### src/rtl/hed_pkg.sv
// ----------------------------------------------------------------------------
// hed_pkg: shared types and constants of the character reference decoder
// Command and status words between controller and datapath, the named
// reference table and the ASCII codes the parser looks for.
// ----------------------------------------------------------------------------
package hed_pkg;

    localparam int NAME_TBL_SIZE = 32;
    localparam int NAME_TBL_CHARS = 6;

    localparam logic [7:0] CH_AMP  = 8'h26;
    localparam logic [7:0] CH_HASH = 8'h23;
    localparam logic [7:0] CH_SEMI = 8'h3B;

    // names left-justified, first letter in the top byte
    localparam logic [47:0] NAME_TXT [NAME_TBL_SIZE] = '{
        {"amp", 24'd0}, {"lt", 32'd0}, {"gt", 32'd0}, {"quot", 16'd0},
        {"apos", 16'd0}, {"nbsp", 16'd0}, {"copy", 16'd0}, {"reg", 24'd0},
        {"trade", 8'd0}, {"mdash", 8'd0}, {"ndash", 8'd0}, {"ldquo", 8'd0},
        {"rdquo", 8'd0}, {"lsquo", 8'd0}, {"rsquo", 8'd0}, "hellip",
        "middot", {"euro", 16'd0}, {"pound", 8'd0}, {"yen", 24'd0},
        {"cent", 16'd0}, {"laquo", 8'd0}, {"raquo", 8'd0}, {"times", 8'd0},
        "divide", {"deg", 24'd0}, "plusmn", "frac12",
        "frac14", "frac34", {"sup2", 16'd0}, {"sup3", 16'd0}
    };

    localparam logic [2:0] NAME_LEN [NAME_TBL_SIZE] = '{
        3'd3, 3'd2, 3'd2, 3'd4, 3'd4, 3'd4, 3'd4, 3'd3,
        3'd5, 3'd5, 3'd5, 3'd5, 3'd5, 3'd5, 3'd5, 3'd6,
        3'd6, 3'd4, 3'd5, 3'd3, 3'd4, 3'd5, 3'd5, 3'd5,
        3'd6, 3'd3, 3'd6, 3'd6, 3'd6, 3'd6, 3'd4, 3'd4
    };

    localparam logic [31:0] NAME_CP [NAME_TBL_SIZE] = '{
        32'd38, 32'd60, 32'd62, 32'd34, 32'd39, 32'd160, 32'd169, 32'd174,
        32'd8482, 32'd8212, 32'd8211, 32'd8220, 32'd8221, 32'd8216, 32'd8217,
        32'd8230, 32'd183, 32'd8364, 32'd163, 32'd165, 32'd162, 32'd171,
        32'd187, 32'd215, 32'd247, 32'd176, 32'd177, 32'd189, 32'd188,
        32'd190, 32'd178, 32'd179
    };

    typedef enum logic [1:0] {
        CP_HOLD = 2'd0,
        CP_DEC  = 2'd1,
        CP_HEX  = 2'd2
    } t_cp_op;

    typedef enum logic [1:0] {
        ECP_NONE  = 2'd0,
        ECP_ACC   = 2'd1,
        ECP_TABLE = 2'd2
    } t_ecp_src;

    typedef enum logic [1:0] {
        OSEL_IN   = 2'd0,
        OSEL_HELD = 2'd1,
        OSEL_UTF8 = 2'd2,
        OSEL_RAW  = 2'd3
    } t_out_sel;

    typedef struct packed {
        logic     capture;
        t_cp_op   cp_op;
        logic     clear_ref;
        logic     name_push;
        t_ecp_src ecp_load;
        logic     cnt_clr;
        logic     cnt_inc;
        logic     out_load;
        t_out_sel out_sel;
        logic     out_final;
    } t_dp_cmd;

    typedef struct packed {
        logic in_alpha;
        logic in_digit;
        logic in_hex;
        logic in_amp;
        logic in_hash;
        logic in_x;
        logic in_semi;
        logic held_amp;
        logic held_last;
        logic len_full;
        logic tbl_hit;
        logic utf8_end;
        logic raw_at_len;
        logic raw_past_len;
        logic slot_free;
    } t_dp_stat;

endpackage

### src/rtl/hed_if.sv
// ----------------------------------------------------------------------------
// hed_in_if / hed_out_if: valid/ready channels of the decoder
// Input carries raw text bytes, output carries decoded UTF-8 bytes.
// ----------------------------------------------------------------------------
interface hed_in_if;
    logic       valid;
    logic       ready;
    logic [7:0] in_byte;
    logic       in_last;

    modport source (output valid, output in_byte, output in_last, input ready);
    modport sink (input valid, input in_byte, input in_last, output ready);
endinterface

interface hed_out_if;
    logic       valid;
    logic       ready;
    logic [7:0] out_byte;
    logic       run_last;
    logic       text_end;

    modport source (output valid, output out_byte, output run_last, output text_end,
                    input ready);
    modport sink (input valid, input out_byte, input run_last, input text_end,
                  output ready);
endinterface

### src/rtl/hed_dp.sv
// ----------------------------------------------------------------------------
// hed_dp: decoder datapath
// Code point accumulator, name buffer, table lookup, UTF-8 byte builder
// and the output register.
// ----------------------------------------------------------------------------
module hed_dp
    import hed_pkg::*;
#(
    parameter int NAME_MAX_LEN = 31
) (
    input  logic       i_clk,
    input  logic       i_rst_n,
    input  logic [7:0] i_byte,
    input  logic       i_last,
    input  logic       i_out_ready,
    input  t_dp_cmd    i_cmd,
    output t_dp_stat   o_stat,
    output logic       o_out_valid,
    output logic [7:0] o_out_byte,
    output logic       o_run_last,
    output logic       o_text_end
);

    localparam int LW = $clog2(NAME_MAX_LEN + 1);
    localparam int IW = $clog2(NAME_MAX_LEN);
    localparam int CW = $clog2(NAME_MAX_LEN + 2);

    logic [7:0]    r_b;
    logic          r_last;
    logic [31:0]   r_cp;
    logic [31:0]   r_ecp;
    logic [LW-1:0] r_len;
    logic [CW-1:0] r_cnt;
    logic [7:0]    r_store [NAME_MAX_LEN];
    logic          r_ov;
    logic [7:0]    r_ob;
    logic          r_orl;
    logic          r_ote;

    logic [3:0]    hv;
    logic          tbl_hit;
    logic [31:0]   tbl_cp;
    logic [1:0]    nbm1;
    logic [7:0]    utf8_byte;
    logic [7:0]    raw_byte;
    logic [CW-1:0] cnt_m1;
    logic [7:0]    out_next;
    logic          m;

    // input byte classes and held state flags
    always_comb begin
        o_stat.in_digit = (i_byte >= "0") && (i_byte <= "9");
        o_stat.in_alpha = ((i_byte >= "A") && (i_byte <= "Z"))
                       || ((i_byte >= "a") && (i_byte <= "z"));
        o_stat.in_hex   = o_stat.in_digit
                       || ((i_byte >= "a") && (i_byte <= "f"))
                       || ((i_byte >= "A") && (i_byte <= "F"));
        o_stat.in_amp   = (i_byte == CH_AMP);
        o_stat.in_hash  = (i_byte == CH_HASH);
        o_stat.in_x     = (i_byte == "x") || (i_byte == "X");
        o_stat.in_semi  = (i_byte == CH_SEMI);

        o_stat.held_amp     = (r_b == CH_AMP);
        o_stat.held_last    = r_last;
        o_stat.len_full     = (r_len == LW'(NAME_MAX_LEN));
        o_stat.tbl_hit      = tbl_hit;
        o_stat.utf8_end     = (r_cnt == CW'(nbm1));
        o_stat.raw_at_len   = (r_cnt == CW'(r_len));
        o_stat.raw_past_len = (r_cnt == (CW'(r_len) + CW'(1)));
        o_stat.slot_free    = !r_ov || i_out_ready;
    end

    assign hv = o_stat.in_digit ? i_byte[3:0] : (i_byte[3:0] + 4'd9);

    // named reference lookup over the first letters of the buffer
    always_comb begin
        tbl_hit = 1'b0;
        tbl_cp  = '0;
        for (int i = 0; i < NAME_TBL_SIZE; i++) begin
            m = (r_len == LW'(NAME_LEN[i]));
            for (int j = 0; j < NAME_TBL_CHARS; j++) begin
                if ((3'(j) < NAME_LEN[i]) && (r_store[j] != NAME_TXT[i][47 - 8*j -: 8])) begin
                    m = 1'b0;
                end
            end
            if (m && !tbl_hit) begin
                tbl_hit = 1'b1;
                tbl_cp  = NAME_CP[i];
            end
        end
    end

    // UTF-8 length minus one and the byte at r_cnt
    always_comb begin
        if (r_ecp < 32'h80) begin
            nbm1 = 2'd0;
        end else if (r_ecp < 32'h800) begin
            nbm1 = 2'd1;
        end else if (r_ecp < 32'h10000) begin
            nbm1 = 2'd2;
        end else begin
            nbm1 = 2'd3;
        end
        utf8_byte = r_ecp[7:0];
        case ({nbm1, r_cnt[1:0]})
            4'b01_00: utf8_byte = {3'b110, r_ecp[10:6]};
            4'b01_01: utf8_byte = {2'b10, r_ecp[5:0]};
            4'b10_00: utf8_byte = {4'b1110, r_ecp[15:12]};
            4'b10_01: utf8_byte = {2'b10, r_ecp[11:6]};
            4'b10_10: utf8_byte = {2'b10, r_ecp[5:0]};
            4'b11_00: utf8_byte = 8'hF0 | r_ecp[25:18];
            4'b11_01: utf8_byte = {2'b10, r_ecp[17:12]};
            4'b11_10: utf8_byte = {2'b10, r_ecp[11:6]};
            4'b11_11: utf8_byte = {2'b10, r_ecp[5:0]};
            default:  utf8_byte = r_ecp[7:0];
        endcase
    end

    assign cnt_m1 = r_cnt - CW'(1);

    always_comb begin
        if (r_cnt == '0) begin
            raw_byte = CH_AMP;
        end else if (r_cnt <= CW'(r_len)) begin
            raw_byte = r_store[cnt_m1[IW-1:0]];
        end else begin
            raw_byte = CH_SEMI;
        end
    end

    always_comb begin
        case (i_cmd.out_sel)
            OSEL_IN:   out_next = i_byte;
            OSEL_HELD: out_next = r_b;
            OSEL_UTF8: out_next = utf8_byte;
            OSEL_RAW:  out_next = raw_byte;
            default:   out_next = i_byte;
        endcase
    end

    // payload registers
    always_ff @(posedge i_clk) begin
        if (i_cmd.capture) begin
            r_b    <= i_byte;
            r_last <= i_last;
        end
        if (i_cmd.name_push) begin
            r_store[r_len[IW-1:0]] <= i_byte;
        end
        case (i_cmd.ecp_load)
            ECP_ACC:   r_ecp <= r_cp;
            ECP_TABLE: r_ecp <= tbl_cp;
            default:   r_ecp <= r_ecp;
        endcase
        if (i_cmd.out_load) begin
            r_ob  <= out_next;
            r_orl <= i_cmd.out_final;
            r_ote <= i_cmd.out_final
                  && ((i_cmd.out_sel == OSEL_IN) ? i_last : r_last);
        end
    end

    always_ff @(posedge i_clk) begin
        if (!i_rst_n) begin
            r_cp  <= '0;
            r_len <= '0;
            r_cnt <= '0;
            r_ov  <= 1'b0;
        end else begin
            if (i_cmd.clear_ref) begin
                r_cp  <= '0;
                r_len <= '0;
            end else begin
                case (i_cmd.cp_op)
                    CP_DEC:  r_cp <= (r_cp << 3) + (r_cp << 1) + 32'(i_byte[3:0]);
                    CP_HEX:  r_cp <= (r_cp << 4) + 32'(hv);
                    default: r_cp <= r_cp;
                endcase
                if (i_cmd.name_push) begin
                    r_len <= r_len + LW'(1);
                end
            end
            if (i_cmd.cnt_clr) begin
                r_cnt <= '0;
            end else if (i_cmd.cnt_inc) begin
                r_cnt <= r_cnt + CW'(1);
            end
            if (i_cmd.out_load) begin
                r_ov <= 1'b1;
            end else if (i_out_ready) begin
                r_ov <= 1'b0;
            end
        end
    end

    assign o_out_valid = r_ov;
    assign o_out_byte  = r_ob;
    assign o_run_last  = r_orl;
    assign o_text_end  = r_ote;

endmodule

### src/rtl/hed_ctrl.sv
// ----------------------------------------------------------------------------
// hed_ctrl: decoder controller
// Tracks the reference parser mode and sequences lookup, UTF-8 emission,
// raw replay and the trailing byte of a closed reference.
// ----------------------------------------------------------------------------
module hed_ctrl
    import hed_pkg::*;
(
    input  logic     i_clk,
    input  logic     i_rst_n,
    input  logic     i_valid,
    input  logic     i_last,
    input  t_dp_stat i_stat,
    output logic     o_ready,
    output t_dp_cmd  o_cmd
);

    typedef enum logic [4:0] {
        S_IDLE  = 5'b00001,
        S_FIN   = 5'b00010,
        S_CP    = 5'b00100,
        S_RAW   = 5'b01000,
        S_PLAIN = 5'b10000
    } t_state;

    typedef enum logic [5:0] {
        M_NORMAL = 6'b000001,
        M_AMP    = 6'b000010,
        M_HASH   = 6'b000100,
        M_DEC    = 6'b001000,
        M_HEX    = 6'b010000,
        M_NAME   = 6'b100000
    } t_mode;

    t_state r_state, n_state;
    t_mode  r_mode, n_mode;
    logic   r_semi, n_semi;
    logic   r_plain, n_plain;
    logic   r_flush, n_flush;

    logic is_name, is_num, more, seg_done;

    assign is_name = (r_mode == M_AMP) || (r_mode == M_NAME);
    assign is_num  = (r_mode == M_HASH) || (r_mode == M_DEC) || (r_mode == M_HEX);
    // further bytes follow the current reference in this word
    assign more    = !r_flush && r_plain && (!i_stat.held_amp || i_stat.held_last);
    assign o_ready = (r_state == S_IDLE) && i_stat.slot_free;

    always_comb begin
        o_cmd    = '0;
        n_state  = r_state;
        n_mode   = r_mode;
        n_semi   = r_semi;
        n_plain  = r_plain;
        n_flush  = r_flush;
        seg_done = 1'b0;

        unique case (r_state)
            S_IDLE: begin
                if (i_valid && o_ready) begin
                    o_cmd.capture = 1'b1;
                    n_semi  = 1'b0;
                    n_plain = 1'b0;
                    n_flush = 1'b0;
                    if ((r_mode == M_AMP) && i_stat.in_hash) begin
                        n_mode = M_HASH;
                    end else if (is_name) begin
                        n_mode = M_NAME;
                        if (i_stat.in_alpha && !i_stat.len_full) begin
                            o_cmd.name_push = 1'b1;
                        end else begin
                            n_semi  = i_stat.in_semi;
                            n_plain = !i_stat.in_semi;
                            n_state = S_FIN;
                        end
                    end else if ((r_mode == M_HASH) && i_stat.in_x) begin
                        n_mode = M_HEX;
                    end else if (((r_mode == M_HASH) || (r_mode == M_DEC))
                                 && i_stat.in_digit) begin
                        n_mode = M_DEC;
                        o_cmd.cp_op = CP_DEC;
                    end else if ((r_mode == M_HEX) && i_stat.in_hex) begin
                        o_cmd.cp_op = CP_HEX;
                    end else if (is_num) begin
                        n_semi  = i_stat.in_semi;
                        n_plain = !i_stat.in_semi;
                        n_state = S_FIN;
                    end else if (i_stat.in_amp) begin
                        n_mode = M_AMP;
                        o_cmd.clear_ref = 1'b1;
                    end else begin
                        n_mode = M_NORMAL;
                        o_cmd.out_load  = 1'b1;
                        o_cmd.out_sel   = OSEL_IN;
                        o_cmd.out_final = 1'b1;
                    end
                    // flush a reference still open at the last byte
                    if ((n_state == S_IDLE) && i_last && (n_mode != M_NORMAL)) begin
                        n_flush = 1'b1;
                        n_state = S_FIN;
                    end
                end
            end
            S_FIN: begin
                o_cmd.cnt_clr = 1'b1;
                if (is_name) begin
                    o_cmd.ecp_load = ECP_TABLE;
                    n_state = i_stat.tbl_hit ? S_CP : S_RAW;
                end else begin
                    o_cmd.ecp_load = ECP_ACC;
                    n_state = S_CP;
                end
            end
            S_CP: begin
                if (i_stat.slot_free) begin
                    o_cmd.out_load  = 1'b1;
                    o_cmd.out_sel   = OSEL_UTF8;
                    o_cmd.cnt_inc   = 1'b1;
                    o_cmd.out_final = i_stat.utf8_end && !more;
                    seg_done        = i_stat.utf8_end;
                end
            end
            S_RAW: begin
                if (i_stat.slot_free) begin
                    o_cmd.out_load  = 1'b1;
                    o_cmd.out_sel   = OSEL_RAW;
                    o_cmd.cnt_inc   = 1'b1;
                    seg_done        = r_semi ? i_stat.raw_past_len : i_stat.raw_at_len;
                    o_cmd.out_final = seg_done && !more;
                end
            end
            S_PLAIN: begin
                if (i_stat.held_amp) begin
                    n_mode = M_AMP;
                    if (i_stat.held_last) begin
                        n_flush = 1'b1;
                        n_semi  = 1'b0;
                        n_plain = 1'b0;
                        n_state = S_FIN;
                    end else begin
                        n_state = S_IDLE;
                    end
                end else if (i_stat.slot_free) begin
                    o_cmd.out_load  = 1'b1;
                    o_cmd.out_sel   = OSEL_HELD;
                    o_cmd.out_final = 1'b1;
                    n_state         = S_IDLE;
                end
            end
            default: begin
                n_state = S_IDLE;
            end
        endcase

        // close the reference and go on with the byte that ended it, unless that byte was a ';'
        if (seg_done) begin
            o_cmd.clear_ref = 1'b1;
            n_mode  = M_NORMAL;
            n_state = (!r_flush && r_plain) ? S_PLAIN : S_IDLE;
        end
    end

    always_ff @(posedge i_clk) begin
        if (!i_rst_n) begin
            r_state <= S_IDLE;
            r_mode  <= M_NORMAL;
            r_semi  <= 1'b0;
            r_plain <= 1'b0;
            r_flush <= 1'b0;
        end else begin
            r_state <= n_state;
            r_mode  <= n_mode;
            r_semi  <= n_semi;
            r_plain <= n_plain;
            r_flush <= n_flush;
        end
    end

endmodule

### src/rtl/html_entity_decoder_utf8.sv
// ----------------------------------------------------------------------------
// html_entity_decoder_utf8: streaming HTML character reference decoder
// Decodes numeric and named references in a byte stream into UTF-8.
// ----------------------------------------------------------------------------
// A text byte that passes through, or that only extends an open reference,
// needs no further sequencing. A byte that closes a reference, or a last byte
// that leaves one open, is followed by the name lookup or code point load,
// then the output bytes (one to four UTF-8 bytes, or '&', up to NAME_MAX_LEN
// letters and ';' for an unknown name), then the closing byte itself when it
// is ordinary text; an '&' there that is also the last byte adds another
// lookup and its one-byte replay. The single output register takes one word
// per cycle when the output is not stalled; no new input byte is taken until
// the sequencer is idle again, and a stalled output holds the input.
module html_entity_decoder_utf8
    import hed_pkg::*;
#(
    parameter int NAME_MAX_LEN = 31
) (
    input  logic   i_clk,
    input  logic   i_rst_n,
    hed_in_if.sink    i_in,
    hed_out_if.source o_out
);

    t_dp_cmd  cmd;
    t_dp_stat stat;
    logic     ready;

    hed_ctrl u_ctrl (
        .i_clk   (i_clk),
        .i_rst_n (i_rst_n),
        .i_valid (i_in.valid),
        .i_last  (i_in.in_last),
        .i_stat  (stat),
        .o_ready (ready),
        .o_cmd   (cmd)
    );

    hed_dp #(
        .NAME_MAX_LEN (NAME_MAX_LEN)
    ) u_dp (
        .i_clk       (i_clk),
        .i_rst_n     (i_rst_n),
        .i_byte      (i_in.in_byte),
        .i_last      (i_in.in_last),
        .i_out_ready (o_out.ready),
        .i_cmd       (cmd),
        .o_stat      (stat),
        .o_out_valid (o_out.valid),
        .o_out_byte  (o_out.out_byte),
        .o_run_last  (o_out.run_last),
        .o_text_end  (o_out.text_end)
    );

    assign i_in.ready = ready;

endmodule

### src/flat_wrapper.sv
// flat-port wrapper written by rule: the top's interface ports become plain ports
module html_entity_decoder_utf8_flat import hed_pkg::*;
#(
    parameter int NAME_MAX_LEN = 31
)
  (i_clk, i_rst_n, i_in_valid, i_in_in_byte, i_in_in_last, i_in_ready, o_out_valid, o_out_out_byte, o_out_run_last, o_out_text_end, o_out_ready);
  hed_in_if i_in_i ();
  hed_out_if o_out_i ();
  input  logic i_clk;
  input  logic i_rst_n;
  input wire logic [$bits(i_in_i.valid)-1:0] i_in_valid;
  input wire logic [$bits(i_in_i.in_byte)-1:0] i_in_in_byte;
  input wire logic [$bits(i_in_i.in_last)-1:0] i_in_in_last;
  output wire logic [$bits(i_in_i.ready)-1:0] i_in_ready;
  output wire logic [$bits(o_out_i.valid)-1:0] o_out_valid;
  output wire logic [$bits(o_out_i.out_byte)-1:0] o_out_out_byte;
  output wire logic [$bits(o_out_i.run_last)-1:0] o_out_run_last;
  output wire logic [$bits(o_out_i.text_end)-1:0] o_out_text_end;
  input wire logic [$bits(o_out_i.ready)-1:0] o_out_ready;
  assign i_in_i.valid = i_in_valid;
  assign i_in_i.in_byte = i_in_in_byte;
  assign i_in_i.in_last = i_in_in_last;
  assign i_in_ready = i_in_i.ready;
  assign o_out_valid = o_out_i.valid;
  assign o_out_out_byte = o_out_i.out_byte;
  assign o_out_run_last = o_out_i.run_last;
  assign o_out_text_end = o_out_i.text_end;
  assign o_out_i.ready = o_out_ready;
  html_entity_decoder_utf8 #(.NAME_MAX_LEN(NAME_MAX_LEN)) u_core (.i_clk(i_clk), .i_rst_n(i_rst_n), .i_in(i_in_i), .o_out(o_out_i));
endmodule
### config.mk
export PLATFORM = sky130hd
export DESIGN_NAME = html_entity_decoder_utf8_flat
export DESIGN_NICKNAME = d
export VERILOG_FILES = /design/src/rtl/hed_pkg.sv /design/src/rtl/hed_if.sv /design/src/rtl/hed_dp.sv /design/src/rtl/hed_ctrl.sv /design/src/rtl/html_entity_decoder_utf8.sv /design/src/flat_wrapper.sv
export SDC_FILE = /design/constraint.sdc
export NUM_CORES = 1
export LEC_CHECK = 0
export ABC_AREA = 0
export ABC_CLOCK_PERIOD_IN_PS = 4750
export BUFFER_PORTS_ARGS = -buffer_cell sky130_fd_sc_hd__clkbuf_2
export CORE_ASPECT_RATIO = 1.75
export CORE_MARGIN = 2
export CORE_UTILIZATION = 25
export CTS_CLUSTER_DIAMETER = 30
export CTS_CLUSTER_SIZE = 14
export DETAILED_ROUTE_END_ITERATION = 8
export PLACE_DENSITY_LB_ADDON = 0.12
export SLEW_MARGIN = 10
export SYNTH_ARGS = -nofsm -noshare
export SYNTH_HDL_FRONTEND = slang
export SYNTH_SLANG_ARGS = --single-unit
### constraint.sdc
create_clock -name i_clk -period 4.75 [get_ports i_clk]
set_clock_uncertainty 0.1 [all_clocks]
set_input_delay 0.95 -clock i_clk [delete_from_list [all_inputs] [get_ports i_clk]]
set_output_delay 0.95 -clock i_clk [all_outputs]
set_load 0.01 [all_outputs]
# == Yosys cells after proc, flatten, opt, wreduce, memory -nomap -nowiden ==
# Memories as Yosys holds them, arrays and structs flattened.
# Index checks and enable logic that the tools add are counted.
# classes
addsub,8
magnitude_cmp,12
n_eq_ne,120
mux,296
bitwise_logic,1
n_reduce_logical,111
# ops
op,count
"8-bit by 7-bit inequality test with 1-bit output, second input constant",65
32-bit 2-to-1 mux,12
1-bit 2-to-1 mux,197
14-bit 2-to-1 mux,12
32-bit one-hot mux with 2 select lines,2
5-bit 2-to-1 mux,19
6-bit 2-to-1 mux,15
32-bit by 4-bit adder with 32-bit output,2
4-bit 2-to-1 mux,14
1-bit logical AND,50
"8-bit by 6-bit inequality test with 1-bit output, second input constant",6
8-bit one-hot mux with 6 select lines,1
8-bit 2-to-1 mux,5
1-bit logical NOT,37
32-bit adder,1
"8-bit by 6-bit equality test with 1-bit output, second input constant",4
"8-bit by 7-bit <= comparator with 1-bit output, second input constant",4
"32-bit by 12-bit less-than comparator with 1-bit output, second input constant",1
"32-bit by 17-bit less-than comparator with 1-bit output, second input constant",1
"32-bit by 8-bit less-than comparator with 1-bit output, second input constant",1
8-bit one-hot mux with 4 select lines,1
"4-bit equality test, second input constant",7
"5-bit by 3-bit equality test with 1-bit output, second input constant",4
5-bit one-hot mux with 4 select lines,1
44 further kinds,86
# word_totals
reg_bits,109
ramBits,248
out_inout_bits,12
wordCells,564
memories,1
# mem_list
memory,words,width,rd,rd_ports_with_merged_regs,wr,line,source
u_core.u_dp.r_store,31,8,7,0,1,hed_dp.sv:34,logic [7:0] r_store [NAME_MAX_LEN];

# == Logic depth before layout (Yosys ltp) ==
# Gate-level depths: netlist (run 1).
# An unclocked memory read counts as a cell.
# depth
word_depth,103
mapped_depth,16
depth_no_buf,14

# == Modules after synthesis ==
# Synthesis (run 1) repeated with hierarchy kept, for this count alone.
# hier_totals
hier_cells,1499
hier_area_um2,19100.8
# by_module_without_submodules
module,instances,cells_per_inst,area_per_inst_um2
hed_dp,1,1350,17900.9
hed_ctrl,1,149,1199.9

# == Worst setup path before layout (run 1) ==
# No wires, ideal clock.
# synth_timing
path_type,input-to-reg
startpoint,input i_in_in_byte[3]
endpoint,register u_core.u_dp.r_cp[26]
arrival_ns,3.576
required_time_ns,4.564
setup_slack_ns,0.988
stages,10
n_path_buf,0
cell_sequence,fa_1 -> fa_1 -> a211oi_1 -> o21ai_0 -> nand3_1 -> a21oi_1 -> a21boi_4 -> o21ai_0 -> or3b_2 -> a221oi_2
# synth_via
elab_chain_cells,14
word_cells_on_any_way,41
classes_between,add/sub: 3; order compare: 6; eq/ne: 6; mux: 14; reduce/logical: 12
# synth_rtl
item,line,source
"start, declared",flat_wrapper.sv:12,input wire logic [$bits(i_in_i.in_byte)-1:0] i_in_in_byte;
"8-bit by 6-bit >= comparator with 1-bit output, or another cell as far along",hed_dp.sv:52,"o_stat.in_digit = (i_byte >= ""0"") && (i_byte <= ""9"");"
"1-bit logical AND, on equally long branches","hed_dp.sv:52, hed_dp.sv:56",
1-bit logical OR,hed_dp.sv:56,"|| ((i_byte >= ""a"") && (i_byte <= ""f""))"
1-bit logical OR,hed_dp.sv:57,"|| ((i_byte >= ""A"") && (i_byte <= ""F""));"
1-bit logical AND,hed_ctrl.sv:82,end else if ((r_mode == M_HEX) && i_stat.in_hex) begin
2-bit 2-to-1 mux / 1-bit 2-to-1 mux (equally long branches),hed_ctrl.sv:82,
2-bit 2-to-1 mux / 1-bit 2-to-1 mux (equally long branches),hed_ctrl.sv:78,end else if (((r_mode == M_HASH) || (r_mode == M_DEC))
3-bit 2-to-1 mux,hed_ctrl.sv:76,end else if ((r_mode == M_HASH) && i_stat.in_x) begin
3-bit 2-to-1 mux,hed_ctrl.sv:67,end else if (is_name) begin
4-bit 2-to-1 mux,hed_ctrl.sv:65,if ((r_mode == M_AMP) && i_stat.in_hash) begin
5-bit 2-to-1 mux,hed_ctrl.sv:60,if (i_valid && o_ready) begin
5-bit 2-to-1 mux,hed_ctrl.sv:58,unique case (r_state)
"2-bit equality test, or another cell as far along",hed_dp.sv:174,case (i_cmd.cp_op)
"32-bit one-hot mux with 2 select lines, or another cell as far along",hed_dp.sv:174,
"end signal, assigned",hed_dp.sv:175,CP_DEC: r_cp <= (r_cp << 3) + (r_cp << 1) + 32'(i_byte[3:0]);
"end signal, assigned",hed_dp.sv:176,CP_HEX: r_cp <= (r_cp << 4) + 32'(hv);
"end signal, assigned",hed_dp.sv:177,default: r_cp <= r_cp;
"end, declared",hed_dp.sv:30,logic [31:0] r_cp;
# Several ways; a longest one is shown, not always the timed one.
# A chain may end at the register's enable or synchronous reset.

# == Worst setup path after layout (run 1) ==
# layout_timing
startpoint,register u_core.u_dp.r_len[1]
endpoint,"register u_core.u_dp.r_ecp[5], data pin"
# layout_via
elab_chain_cells,99
word_cells_on_any_way,258
classes_between,eq/ne: 5; mux: 191; reduce/logical: 62
# layout_rtl
item,line,source
"start, declared",hed_dp.sv:32,logic [LW-1:0] r_len;
"start signal, assigned",hed_dp.sv:180,r_len <= r_len + LW'(1);
5-bit by 2-bit equality test with 1-bit output,hed_dp.sv:80,m = (r_len == LW'(NAME_LEN[i]));
1-bit 2-to-1 mux (3 in a row),hed_dp.sv:82,if ((3'(j) < NAME_LEN[i]) && (r_store[j] != NAME_TXT[i][47 - 8*j -: 8])) begin
1-bit 2-to-1 mux,hed_dp.sv:86,if (m && !tbl_hit) begin
1-bit logical NOT,hed_dp.sv:86,
1-bit logical AND,hed_dp.sv:86,
1-bit 2-to-1 mux,hed_dp.sv:86,
1-bit logical NOT,hed_dp.sv:86,
1-bit logical AND,hed_dp.sv:86,
[... 81 more ...],--,
1-bit 2-to-1 mux,hed_dp.sv:86,
1-bit logical NOT,hed_dp.sv:86,
1-bit logical AND,hed_dp.sv:86,
1-bit 2-to-1 mux,hed_dp.sv:86,
1-bit logical NOT,hed_dp.sv:86,
1-bit logical AND,hed_dp.sv:86,
32-bit 2-to-1 mux (*),hed_dp.sv:86,
32-bit one-hot mux with 2 select lines (*),hed_dp.sv:150,case (i_cmd.ecp_load)
"end signal, assigned",hed_dp.sv:151,ECP_ACC: r_ecp <= r_cp;
"end signal, assigned",hed_dp.sv:152,ECP_TABLE: r_ecp <= tbl_cp;
"end signal, assigned",hed_dp.sv:153,default: r_ecp <= r_ecp;
"end, declared",hed_dp.sv:31,logic [31:0] r_ecp;
# Every way passes the cells marked *; elsewhere a longest branch is shown, timed or not.

==> results of run 1 <==
-- worst min path at each step --
stage                                  to  cells past startpoint
global route         u_core.u_dp.r_cp[30]                      2
detailed placement   u_core.u_dp.r_cp[30]                      2
CTS                  u_core.u_dp.r_cp[30]                      2
finish               u_core.u_dp.r_cp[30]                      2
floorplan            u_core.u_ctrl.r_semi                      2
global placement    u_core.u_ctrl.r_plain                      2
-- cell usage after synthesis (6+ instances only) --
cell	number	area, um2
nand4b_1	6	52.55
o21a_1	8	60.06
and4b_1	9	90.09
a211oi_1	23	172.7
nand3_1	50	250.2
nor4b_1	14	122.6
and3_1	10	62.56
inv_1	32	120.1
edfxtp_1	307	9219
xor2_1	20	175.2
nor3_1	31	155.2
or4_1	6	45.04
nor2b_1	18	112.6
mux4_2	78	1757
nor3b_1	8	60.06
and2_1	23	143.9
o211ai_1	14	105.1
nor4bb_1	11	110.1
nand2_1	110	412.9
ha_1	79	988.5
nor2_1	156	585.6
a221oi_1	6	52.55
o211a_1	11	110.1
a21o_1	15	112.6
nand2b_1	19	118.9
a31oi_1	16	100.1
xnor2_1	24	210.2
clkbuf_1	37	138.9
buf_2	16	80.08
dfxtp_1	58	1161
mux2i_1	15	150.1
nand4_1	25	156.4
a21oi_1	75	375.4
nor4_1	38	237.7
o21ai_0	56	280.3
-- cell type report --
cell class | instances | area [um2] | share of cell area (%)
Sequential cell | 365 | 10380 | 45.14
Multi-Input combinational cell | 1093 | 8587 | 37.33
Clock buffer | 63 | 1511 | 6.570
Tap cell | 1027 | 1285 | 5.585
Clock inverter | 47 | 568.0 | 2.469
Timing Repair Buffer | 75 | 540.5 | 2.349
Inverter | 34 | 127.6 | 0.5547
Antenna cell | 1 | 2.502 | 0.01088
-- cells by family (layout without fill, tap and decap cells) --
logic type	count (synthesis)	after routing	share of synthesized area, %
mux	97	97	10.23
other cells	0	1	0
compound gates	298	298	10.74
flops	365	365	53.58
simple gates	573	573	15.91
buf+inv	98	219	2.241
xor+xnor	44	44	1.989
fa+ha+maj	81	81	5.309
-- metrics by stage --
step                      total power, mW  instances  hold WS, ps  worst slack, ps  utilization (%)
after CTS                           8.316       2704        437.0            901.6            29.87
after floorplan                     3.667       1556        357.0            987.6                -
after global placement              3.806       2594        403.6            304.9            27.17
after global routing                8.447       2704        469.7            737.8            29.87
final                               8.202       2705        431.3            874.5            29.87
after detailed placement            3.807       2594        429.8            336.0            27.17
-- worst max-delay path: cells and delay by family (launching register included) --
family                   cells  cell delay [ps]
buffers and inverters        1              150
AO/OA/AOI/OAI                2              670
AND/OR/NAND/NOR              5             2140
adder cells (fa/ha/maj)      1              230
flip-flops                   1              360
-- sequential cells by signal, indices dropped and copies added (netlist names), 5 cells and up --
register and flops:
u_core.u_ctrl.r_mode 6, u_core.u_dp.r_cnt 6, u_core.u_dp.r_store 256, u_core.u_dp.r_len 5, u_core.u_dp.r_b 8, u_core.u_dp.r_cp 32
u_core.u_dp.r_ecp 32, u_core.u_ctrl.r_state 5, u_core.u_dp.o_out_byte 8
-- where the power goes --
| part | total (mW) | leakage (nW) | internal (mW) | switching [mW] |
|---|---|---|---|---|
| clock network | 4.47 | 1.00 | 2.75 | 1.72 |
| logic | 0.224 | 3.49 | 0.0586 | 0.166 |
| registers | 3.51 | 3.22 | 3.49 | 0.0180 |
-- layer usage --
layer  wire [um]  GRT usage (%)  vias to the layer above  part of all wire, %
li1            -              -                     6310                    -
met1       23450          16.21                     7014                   34
met2       40860          36.34                      293                   59
met3        1485          1.624                      112                  2.1
met4        3453          8.213                        0                  5.0
met5           0              0                        -                    0
==> metrics, run 1 <==
Worst EP required 5040 ps; R2R Path Start u_core.u_dp.r_len[1]; final number of max-transition violations 0; highest-delay cell along the critical path nor4b_1; post-synthesis cell count 1556; period utilization 81.59%; largest net degree at the start of global routing 71; slew at the pin closest to its max-slew limit 1079 ps; GPL Wtd Cong 0.8949; critical path endpoint category flop; # port buffers 24; R2R depth 9; post-layout min period 3875 ps; cell row count 135; global-route wire length before repair 100500 um; root buf cell clkbuf_16; total CTS buffers 59; CTS tree built; final instance area 23010 um2; Die Span Y 372.2 um; Core Footprint 77020 um2; unrepaired setup endpoints after global routing no; Critical Path Sink u_core.u_dp.r_ecp[5]; Die Area 79810 um2; CP arrival 4170 ps; register area share after synthesis 53.58%; # fillers 7876; most common cell after layout, fill and taps aside edfxtp_1; post-detail-place hpwl 52260 um; Max Cap Violations 0; Max Freq 0.2580 GHz; Starting Density 25.15%; power per standard cell area 356.5 nW/um2; fraction of registers with async set/reset 0%; total negative slack 0 ps; vias in the first global route 14490; number of synthesized register bits 365; Routed WL per cell 25.60 um; CTS max path bufs 3; worst skew pair latency 620 ps; total global routing overflow 0; post-CTS setup buffer count 0; CTS clk-pin slew, worst paths 50 ps; r2r setup slk 870 ps; cts hold-fix bufs 0; startpoint types flop; most frequent cells in the layout 307 x edfxtp_1, 156 x nor2_1, 110 x nand2_1; gr usage total 17.21%; Tightest Hold Check Type reg -> reg; cells resized by post-CTS repair 0; worst hold path startpoint u_core.u_dp.r_cp[30]; crit-path max FO 6; area growth from synthesis to layout 18.76%; H-Tree Depth 2; die width 214.4 um; DRC viols 0; post-route ant nets 0; CP max stage delay 840 ps; EDFF count, synth 307; share of layout cells above drive strength 1 18.01%; Synthesis Warnings 0; Rel. slew slack 27.79%; CTS sink cnt 365; Net Count, Synth 1650; drt total wl 69250 um; Layout Nets 1722; most used flip-flop cell after synthesis edfxtp_1; mapped cell area 19370 um2; Worst Setup SP u_core.u_dp.r_len[1]; count of final hold-check violations 0; Max VDD drop 0.2820 mV; Critical Path, Cell by Cell inv_1 -> ha_1 -> nand4bb_1 -> nor3_1 -> nor4b_1 -> a22oi_1 -> nand3_1 -> nor4_1 -> a31oi_1; reg2reg end u_core.u_dp.r_ecp[5]; mean post-synth cell area 12.45 um2; Leak 7.711 nW; Detailed Route Iter0 Violations 812; Yosys cell types 97; Setup violations, final 0; critical path type reg -> reg; status complete, no violations; # IOs 25; vias 13730; Pre-Repair DR Iteration Count 5; placed inst area 20920 um2; initial antenna violation count 0; vias per cell 5.075
Note: power is estimated with default switching activity, not from simulation.
==> run 2: changes to the inputs <==
--- a/config.mk
+++ b/config.mk
@@ -6,7 +6,7 @@
 export NUM_CORES = 1
 export LEC_CHECK = 0
 export ABC_AREA = 0
-export ABC_CLOCK_PERIOD_IN_PS = 4750
+export ABC_CLOCK_PERIOD_IN_PS = 3300
 export BUFFER_PORTS_ARGS = -buffer_cell sky130_fd_sc_hd__clkbuf_2
 export CORE_ASPECT_RATIO = 1.75
 export CORE_MARGIN = 2
==> constraint.sdc (replaced) <==
create_clock -name i_clk -period 3.3 [get_ports i_clk]
set_clock_uncertainty 0.1 [all_clocks]
set_input_delay 0.66 -clock i_clk [delete_from_list [all_inputs] [get_ports i_clk]]
set_output_delay 0.66 -clock i_clk [all_outputs]
set_load 0.01 [all_outputs]
==> metrics, run 2 (synthesis gave the netlist of run 1 again) <==
critical path endpoint category flop; Tightest Hold Check Type in -> reg; period utilization 96.63%; Starting Density 25.15%; cts hold-fix bufs 0; vias per cell 4.889; startpoint types flop; Max VDD drop 0.2982 mV; cell row count 135; power per standard cell area 484.2 nW/um2; WHS 233.8 ps; CTS tree built; Detailed Route Iter0 Violations 926; post-layout min period 3189 ps; vias in the first global route 15530; DRC viols 0; Rel. slew slack 35.82%; # fillers 7803; share of layout cells above drive strength 1 30.72%; Sequential Power Share 41.4%; pre-CTS WS -919.3 ps; final number of max-transition violations 0; total internal power 9.241 mW; # IOs 25; worst skew pair latency 610 ps; post-detail-place hpwl 54210 um; Die Area 79810 um2; initial antenna violation count 1; CTS clk-pin slew, worst paths 50 ps; gr usage total 17.64%; most common cell after layout, fill and taps aside edfxtp_1; crit-path max FO 16; Max Freq 0.3136 GHz; H-Tree Depth 3; Layout Nets 1944; drt total wl 69840 um; Die Span Y 372.2 um; Max Cap Violations 0; ant diodes 0; status complete, no violations; switching share of power 24.35%; P_sw 2.975 mW; Pre-Repair DR Iteration Count 5; CP arrival 3380 ps; max reg flops 256; # port buffers 24; CTS max path bufs 3; count of final hold-check violations 0; Routed WL per cell 23.83 um; Leak 8.952 nW; Core Footprint 77020 um2; die width 214.4 um; total CTS buffers 67; total global routing overflow 0; Setup violations, final 0; root buf cell clkbuf_16; critical path type reg -> reg; slew at the pin closest to its max-slew limit 956.3 ps; global-route wire length before repair 102800 um; Pwr Total 12.22 mW; post-route ant nets 0; setup slack after layout 111.3 ps; GPL Wtd Cong 0.9013; area growth from synthesis to layout 30.25%; unrepaired setup endpoints after global routing yes; Combinational Power Share 3.0%; Worst EP required 3490 ps; vias 14330; most frequent cells in the layout 307 x edfxtp_1, 244 x buf_4, 133 x nor2_1; CTS sink cnt 365; Clock power frac 55.6%; largest net degree at the start of global routing 35
-- run 2: cell types whose count changed in the layout (fill, tap and decap cells not counted), moves of 5 or more --
cell,before,now
clkbuf_16,59,67
clkinv_4,5,12
buf_4,48,244
o21ai_0,55,49
bufinv_16,7,2
nor2_1,156,133
buf_12,3,19
nor2_2,0,23
-- run 2: final cells by class --
class	count	area, um2	share of cell area, %
Clock buffer	74	1723	6.828
Clock inverter	49	526.8	2.088
Inverter	34	127.6	0.5058
Multi-Input combinational cell	1093	8810	34.92
Sequential cell	365	10390	41.17
Tap cell	1027	1285	5.093
Timing Repair Buffer	289	2371	9.397
-- run 2: metrics by stage --
step / std cells / TNS, ps / utilization (%) / cell area [um2]
final: 2931 / 0 / 32.76 / 25230
after floorplan: 1556 / 0 / - / 19430
after global routing: 2931 / -2010 / 32.76 / 25230
after CTS: 2931 / 0 / 32.60 / 25110
after global placement: 2807 / -82410 / 29.51 / 22730
after detailed placement: 2807 / -90910 / 29.51 / 22730
-- run 2: power by group through the flow --
stage	combinational [mW]	clock (mW)	sequential, mW
2_1_floorplan	0.130	0	5.15
3_3_place_gp	0.370	0	5.15
3_5_place_dp	0.370	0	5.15
4_1_cts	0.374	6.96	5.06
5_1_grt	0.399	7.14	5.06
6_report	0.367	6.79	5.06
-- run 2: path summary, 6_finish.rpt --
check / slack, ps / from / to / cells past startpoint
setup / recovery: 110 / u_core.u_dp.r_cnt[1] / u_core.u_dp.o_out_byte[3] / 11
setup reg to reg: 110 / u_core.u_dp.r_cnt[1] / u_core.u_dp.o_out_byte[3] / 11
hold / removal: 230 / i_in_in_last / u_core.u_dp.r_last / 1
hold reg to reg: 410 / u_core.u_ctrl.r_plain / u_core.u_ctrl.r_plain / 2
-- run 2: layer usage --
layer | routed length, um | share of wire [%] | vias up | track usage, %
li1 | - | - | 6749 | -
met1 | 23340 | 33 | 7145 | 16.29
met2 | 40820 | 58 | 293 | 36.51
met3 | 1888 | 2.7 | 144 | 2.383
met4 | 3798 | 5.4 | 0 | 9.615
met5 | 0 | 0 | - | 0
-- run 2: critical path: stages, from the launching register on --
cell and delay [ps]:
dfxtp_1 330, inv_1 80, ha_4 350, buf_12 190, buf_12 180, mux4_2 350
mux4_2 540, mux2i_4 190, a21oi_1 120, a211oi_2 200, buf_4 150, o21ai_0 90
-- run 2: repair_timing --
item / in CTS / in global routing
pin swaps: 6 / 4
setup endpoints to repair: 20 / 232
gates cloned: 1 / 0
resized for setup: 27 / 39
buffers inserted: 0 / 0
==> run 3: changes to the inputs <==
--- a/config.mk
+++ b/config.mk
@@ -5,9 +5,10 @@
 export SDC_FILE = /design/constraint.sdc
 export NUM_CORES = 1
 export LEC_CHECK = 0
-export ABC_AREA = 0
+export ABC_AREA = 1
 export ABC_CLOCK_PERIOD_IN_PS = 3300
 export BUFFER_PORTS_ARGS = -buffer_cell sky130_fd_sc_hd__clkbuf_2
+export CAP_MARGIN = 20
 export CORE_ASPECT_RATIO = 1.75
 export CORE_MARGIN = 2
 export CORE_UTILIZATION = 25
@@ -15,6 +16,7 @@
 export CTS_CLUSTER_SIZE = 14
 export DETAILED_ROUTE_END_ITERATION = 8
 export PLACE_DENSITY_LB_ADDON = 0.12
+export RECOVER_POWER = 100
 export SLEW_MARGIN = 10
 export SYNTH_ARGS = -nofsm -noshare
 export SYNTH_HDL_FRONTEND = slang
==> metrics, run 3 <==
Layout Nets 2538; top cells by count, synth 307 x edfxtp_1, 304 x nor2_1, 286 x nand2_1; worst skew pair latency 650 ps; fraction of registers with async set/reset 0%; cell row count 135; startpoint types flop; dominant cell type by area after synthesis edfxtp_1; Synthesis Warnings 0; mean post-synth cell area 9.184 um2; mapped cell area 19450 um2; pre-CTS WS -478.3 ps; CTS tree built; post-layout min period 3337 ps; Pre-Repair DR Iteration Count 5; CP bufs+invs 1; Yosys cell types 66; Pwr Total 13.15 mW; Max Freq 0.2997 GHz; status finished, violations left; Synth area leaders edfxtp_1 47%, dfxtp_1 6.0%, nor2_1 5.9%, nand2_1 5.5%, ha_1 5.1%; unrepaired setup endpoints after global routing yes; root buf cell clkbuf_16; area growth from synthesis to layout 33.41%; largest net degree at the start of global routing 105; share of layout cells above drive strength 1 21.81%; r2r setup slk -40 ps; Final Util 33.62%; Routed WL per cell 21.45 um; critical path endpoint category flop; drt total wl 75750 um; Leak 10.14 nW; CP max stage delay 480 ps; Yosys top cell area share 47.39%; CTS sink cnt 365; Die Span Y 373.0 um; Critical Path, Cell by Cell fa_2 -> fa_2 -> a31oi_4 -> nor2_4 -> nor2_2 -> o21bai_2 -> a21boi_4 -> o21ai_4 -> a21oi_4 -> o21ai_2 -> a21o_1 -> nand2_1 -> nand2_2 -> buf_6 -> o21ai_2 -> a21oi_2 -> a21oi_1 -> a21oi_1; post-synthesis cell count 2118; most frequent cell after synthesis edfxtp_1; Die Area 80140 um2; failing checks max-capacitance violations, max-slew violations, negative setup slack; Hold EP u_core.u_ctrl.r_state[0]; Max VDD drop 0.4710 mV; WHS 113.6 ps; most common cell after layout, fill and taps aside edfxtp_1; Max Cap Violations 5; count of final hold-check violations 0; Rel. slew slack -49.37%; slew at the pin closest to its max-slew limit 2241 ps; post-route ant nets 0; reg2reg end u_core.u_dp.r_cp[26]; CTS max path bufs 3; H-Tree Depth 3; total CTS buffers 72; Tightest Hold Check Type in -> reg; power per standard cell area 506.7 nW/um2; most used flip-flop cell after synthesis edfxtp_1; Finished Layout Cells 3532; number of synthesized register bits 365; max reg flops 256; total global routing overflow 0; gr usage total 18.65%; most frequent cells in the layout 307 x edfxtp_1, 278 x nor2_1, 275 x nand2_1; initial antenna violation count 5; Top Family by Delay on Critical Path compound AO/OA/AOI/OAI gates; Core Footprint 77190 um2; post-detail-place hpwl 56840 um; global-route wire length before repair 111100 um; cts hold-fix bufs 0; placed inst area 22990 um2; WHS Path Cells 2; Net Count, Synth 2212; vias in the first global route 17340; Worst EP required 3740 ps; final number of max-transition violations 173; Starting Density 25.20%; R2R Path Start u_core.u_dp.r_cp[0]; setup slack after layout -36.66 ps; CTS clk-pin slew, worst paths 50 ps; Worst Setup SP u_core.u_dp.r_cp[0]; GPL Wtd Cong 0.8808; total negative slack -59.60 ps; # IOs 25; highest-delay cell along the critical path fa_2; worst hold path startpoint i_rst_n; # fillers 7993; vias 16840; Detailed Route Iter0 Violations 928; period utilization 101.1%; post-placement cell count 3379; critical path type reg -> reg; register area share after synthesis 53.36%; EDFF count, synth 307; vias per cell 4.767; final instance area 25950 um2; R2R depth 18; DRC viols 0; # port buffers 24; crit-path max FO 3; CP arrival 3780 ps; Setup violations, final 3; die width 214.9 um
[run 3: what timing repair did]
action,in CTS,in global routing
pin swaps,2,46
resized for setup,11,103
endpoints found under the setup margin,14,199
setup buffers,0,19
[run 3: how the worst max path moves through the flow]
| stage | end | slack [ps] | cells past startpoint |
|---|---|---|---|
| floorplan | u_core.u_dp.r_cp[28] | -150 | 19 |
| global placement | u_core.u_dp.r_cp[29] | -480 | 21 |
| detailed placement | u_core.u_dp.r_cp[12] | -480 | 15 |
| CTS | u_core.u_ctrl.r_state[2] | -40 | 23 |
| global route | u_core.u_dp.r_cp[26] | -200 | 18 |
| finish | u_core.u_dp.r_cp[26] | -40 | 18 |
[run 3: report_power, final]
group / total, mW / internal (mW) / switching (mW)
logic: 0.347 / 0.0983 / 0.249
clock network: 7.75 / 4.91 / 2.83
registers: 5.05 / 5.03 / 0.0173
total: 13.1 / 10.0 / 3.10
[run 3: cell type report]
class | count | area (um2) | area share (%)
inverters | 241 | 908.4 | 3.500
well taps | 1027 | 1285 | 4.952
flip-flops and latches | 365 | 10400 | 40.06
diodes | 1 | 2.502 | 0.009643
clock inverters | 52 | 724.4 | 2.792
multi-input cells | 1434 | 8272 | 31.87
clock buffers | 82 | 1869 | 7.203
repair buffers | 330 | 2495 | 9.614
[run 3: worst reg2reg max path, stage by stage, from the launching register on]
cell and delay (ps):
dfxtp_4 370, fa_2 480, fa_2 410, a31oi_4 180
nor2_4 50, nor2_2 110, o21bai_2 100, a21boi_4 200
o21ai_4 90, a21oi_4 180, o21ai_2 70, a21o_1 220
nand2_1 80, nand2_2 80, buf_6 140, o21ai_2 120
a21oi_2 50, a21oi_1 120, a21oi_1 70
[run 3: logic make-up after synthesis]
group	synth area share, %
DFF	53.36
AOI/OAI and AO/OA	15.91
adders and majority gates	5.287
and+or+nand+nor	17.95
buffers and inverters	6.284
xor gates and xnor gates	1.216
[run 3: routing by layer]
metal	vias to the layer above	share of wire, %	wire length, um	GRT usage, %
met5	-	0	0	0
met4	0	5.0	3782	8.792
met3	170	2.6	1935	2.543
met2	306	56	42720	37.35
met1	8180	36	27320	18.49
li1	8182	-	-	-
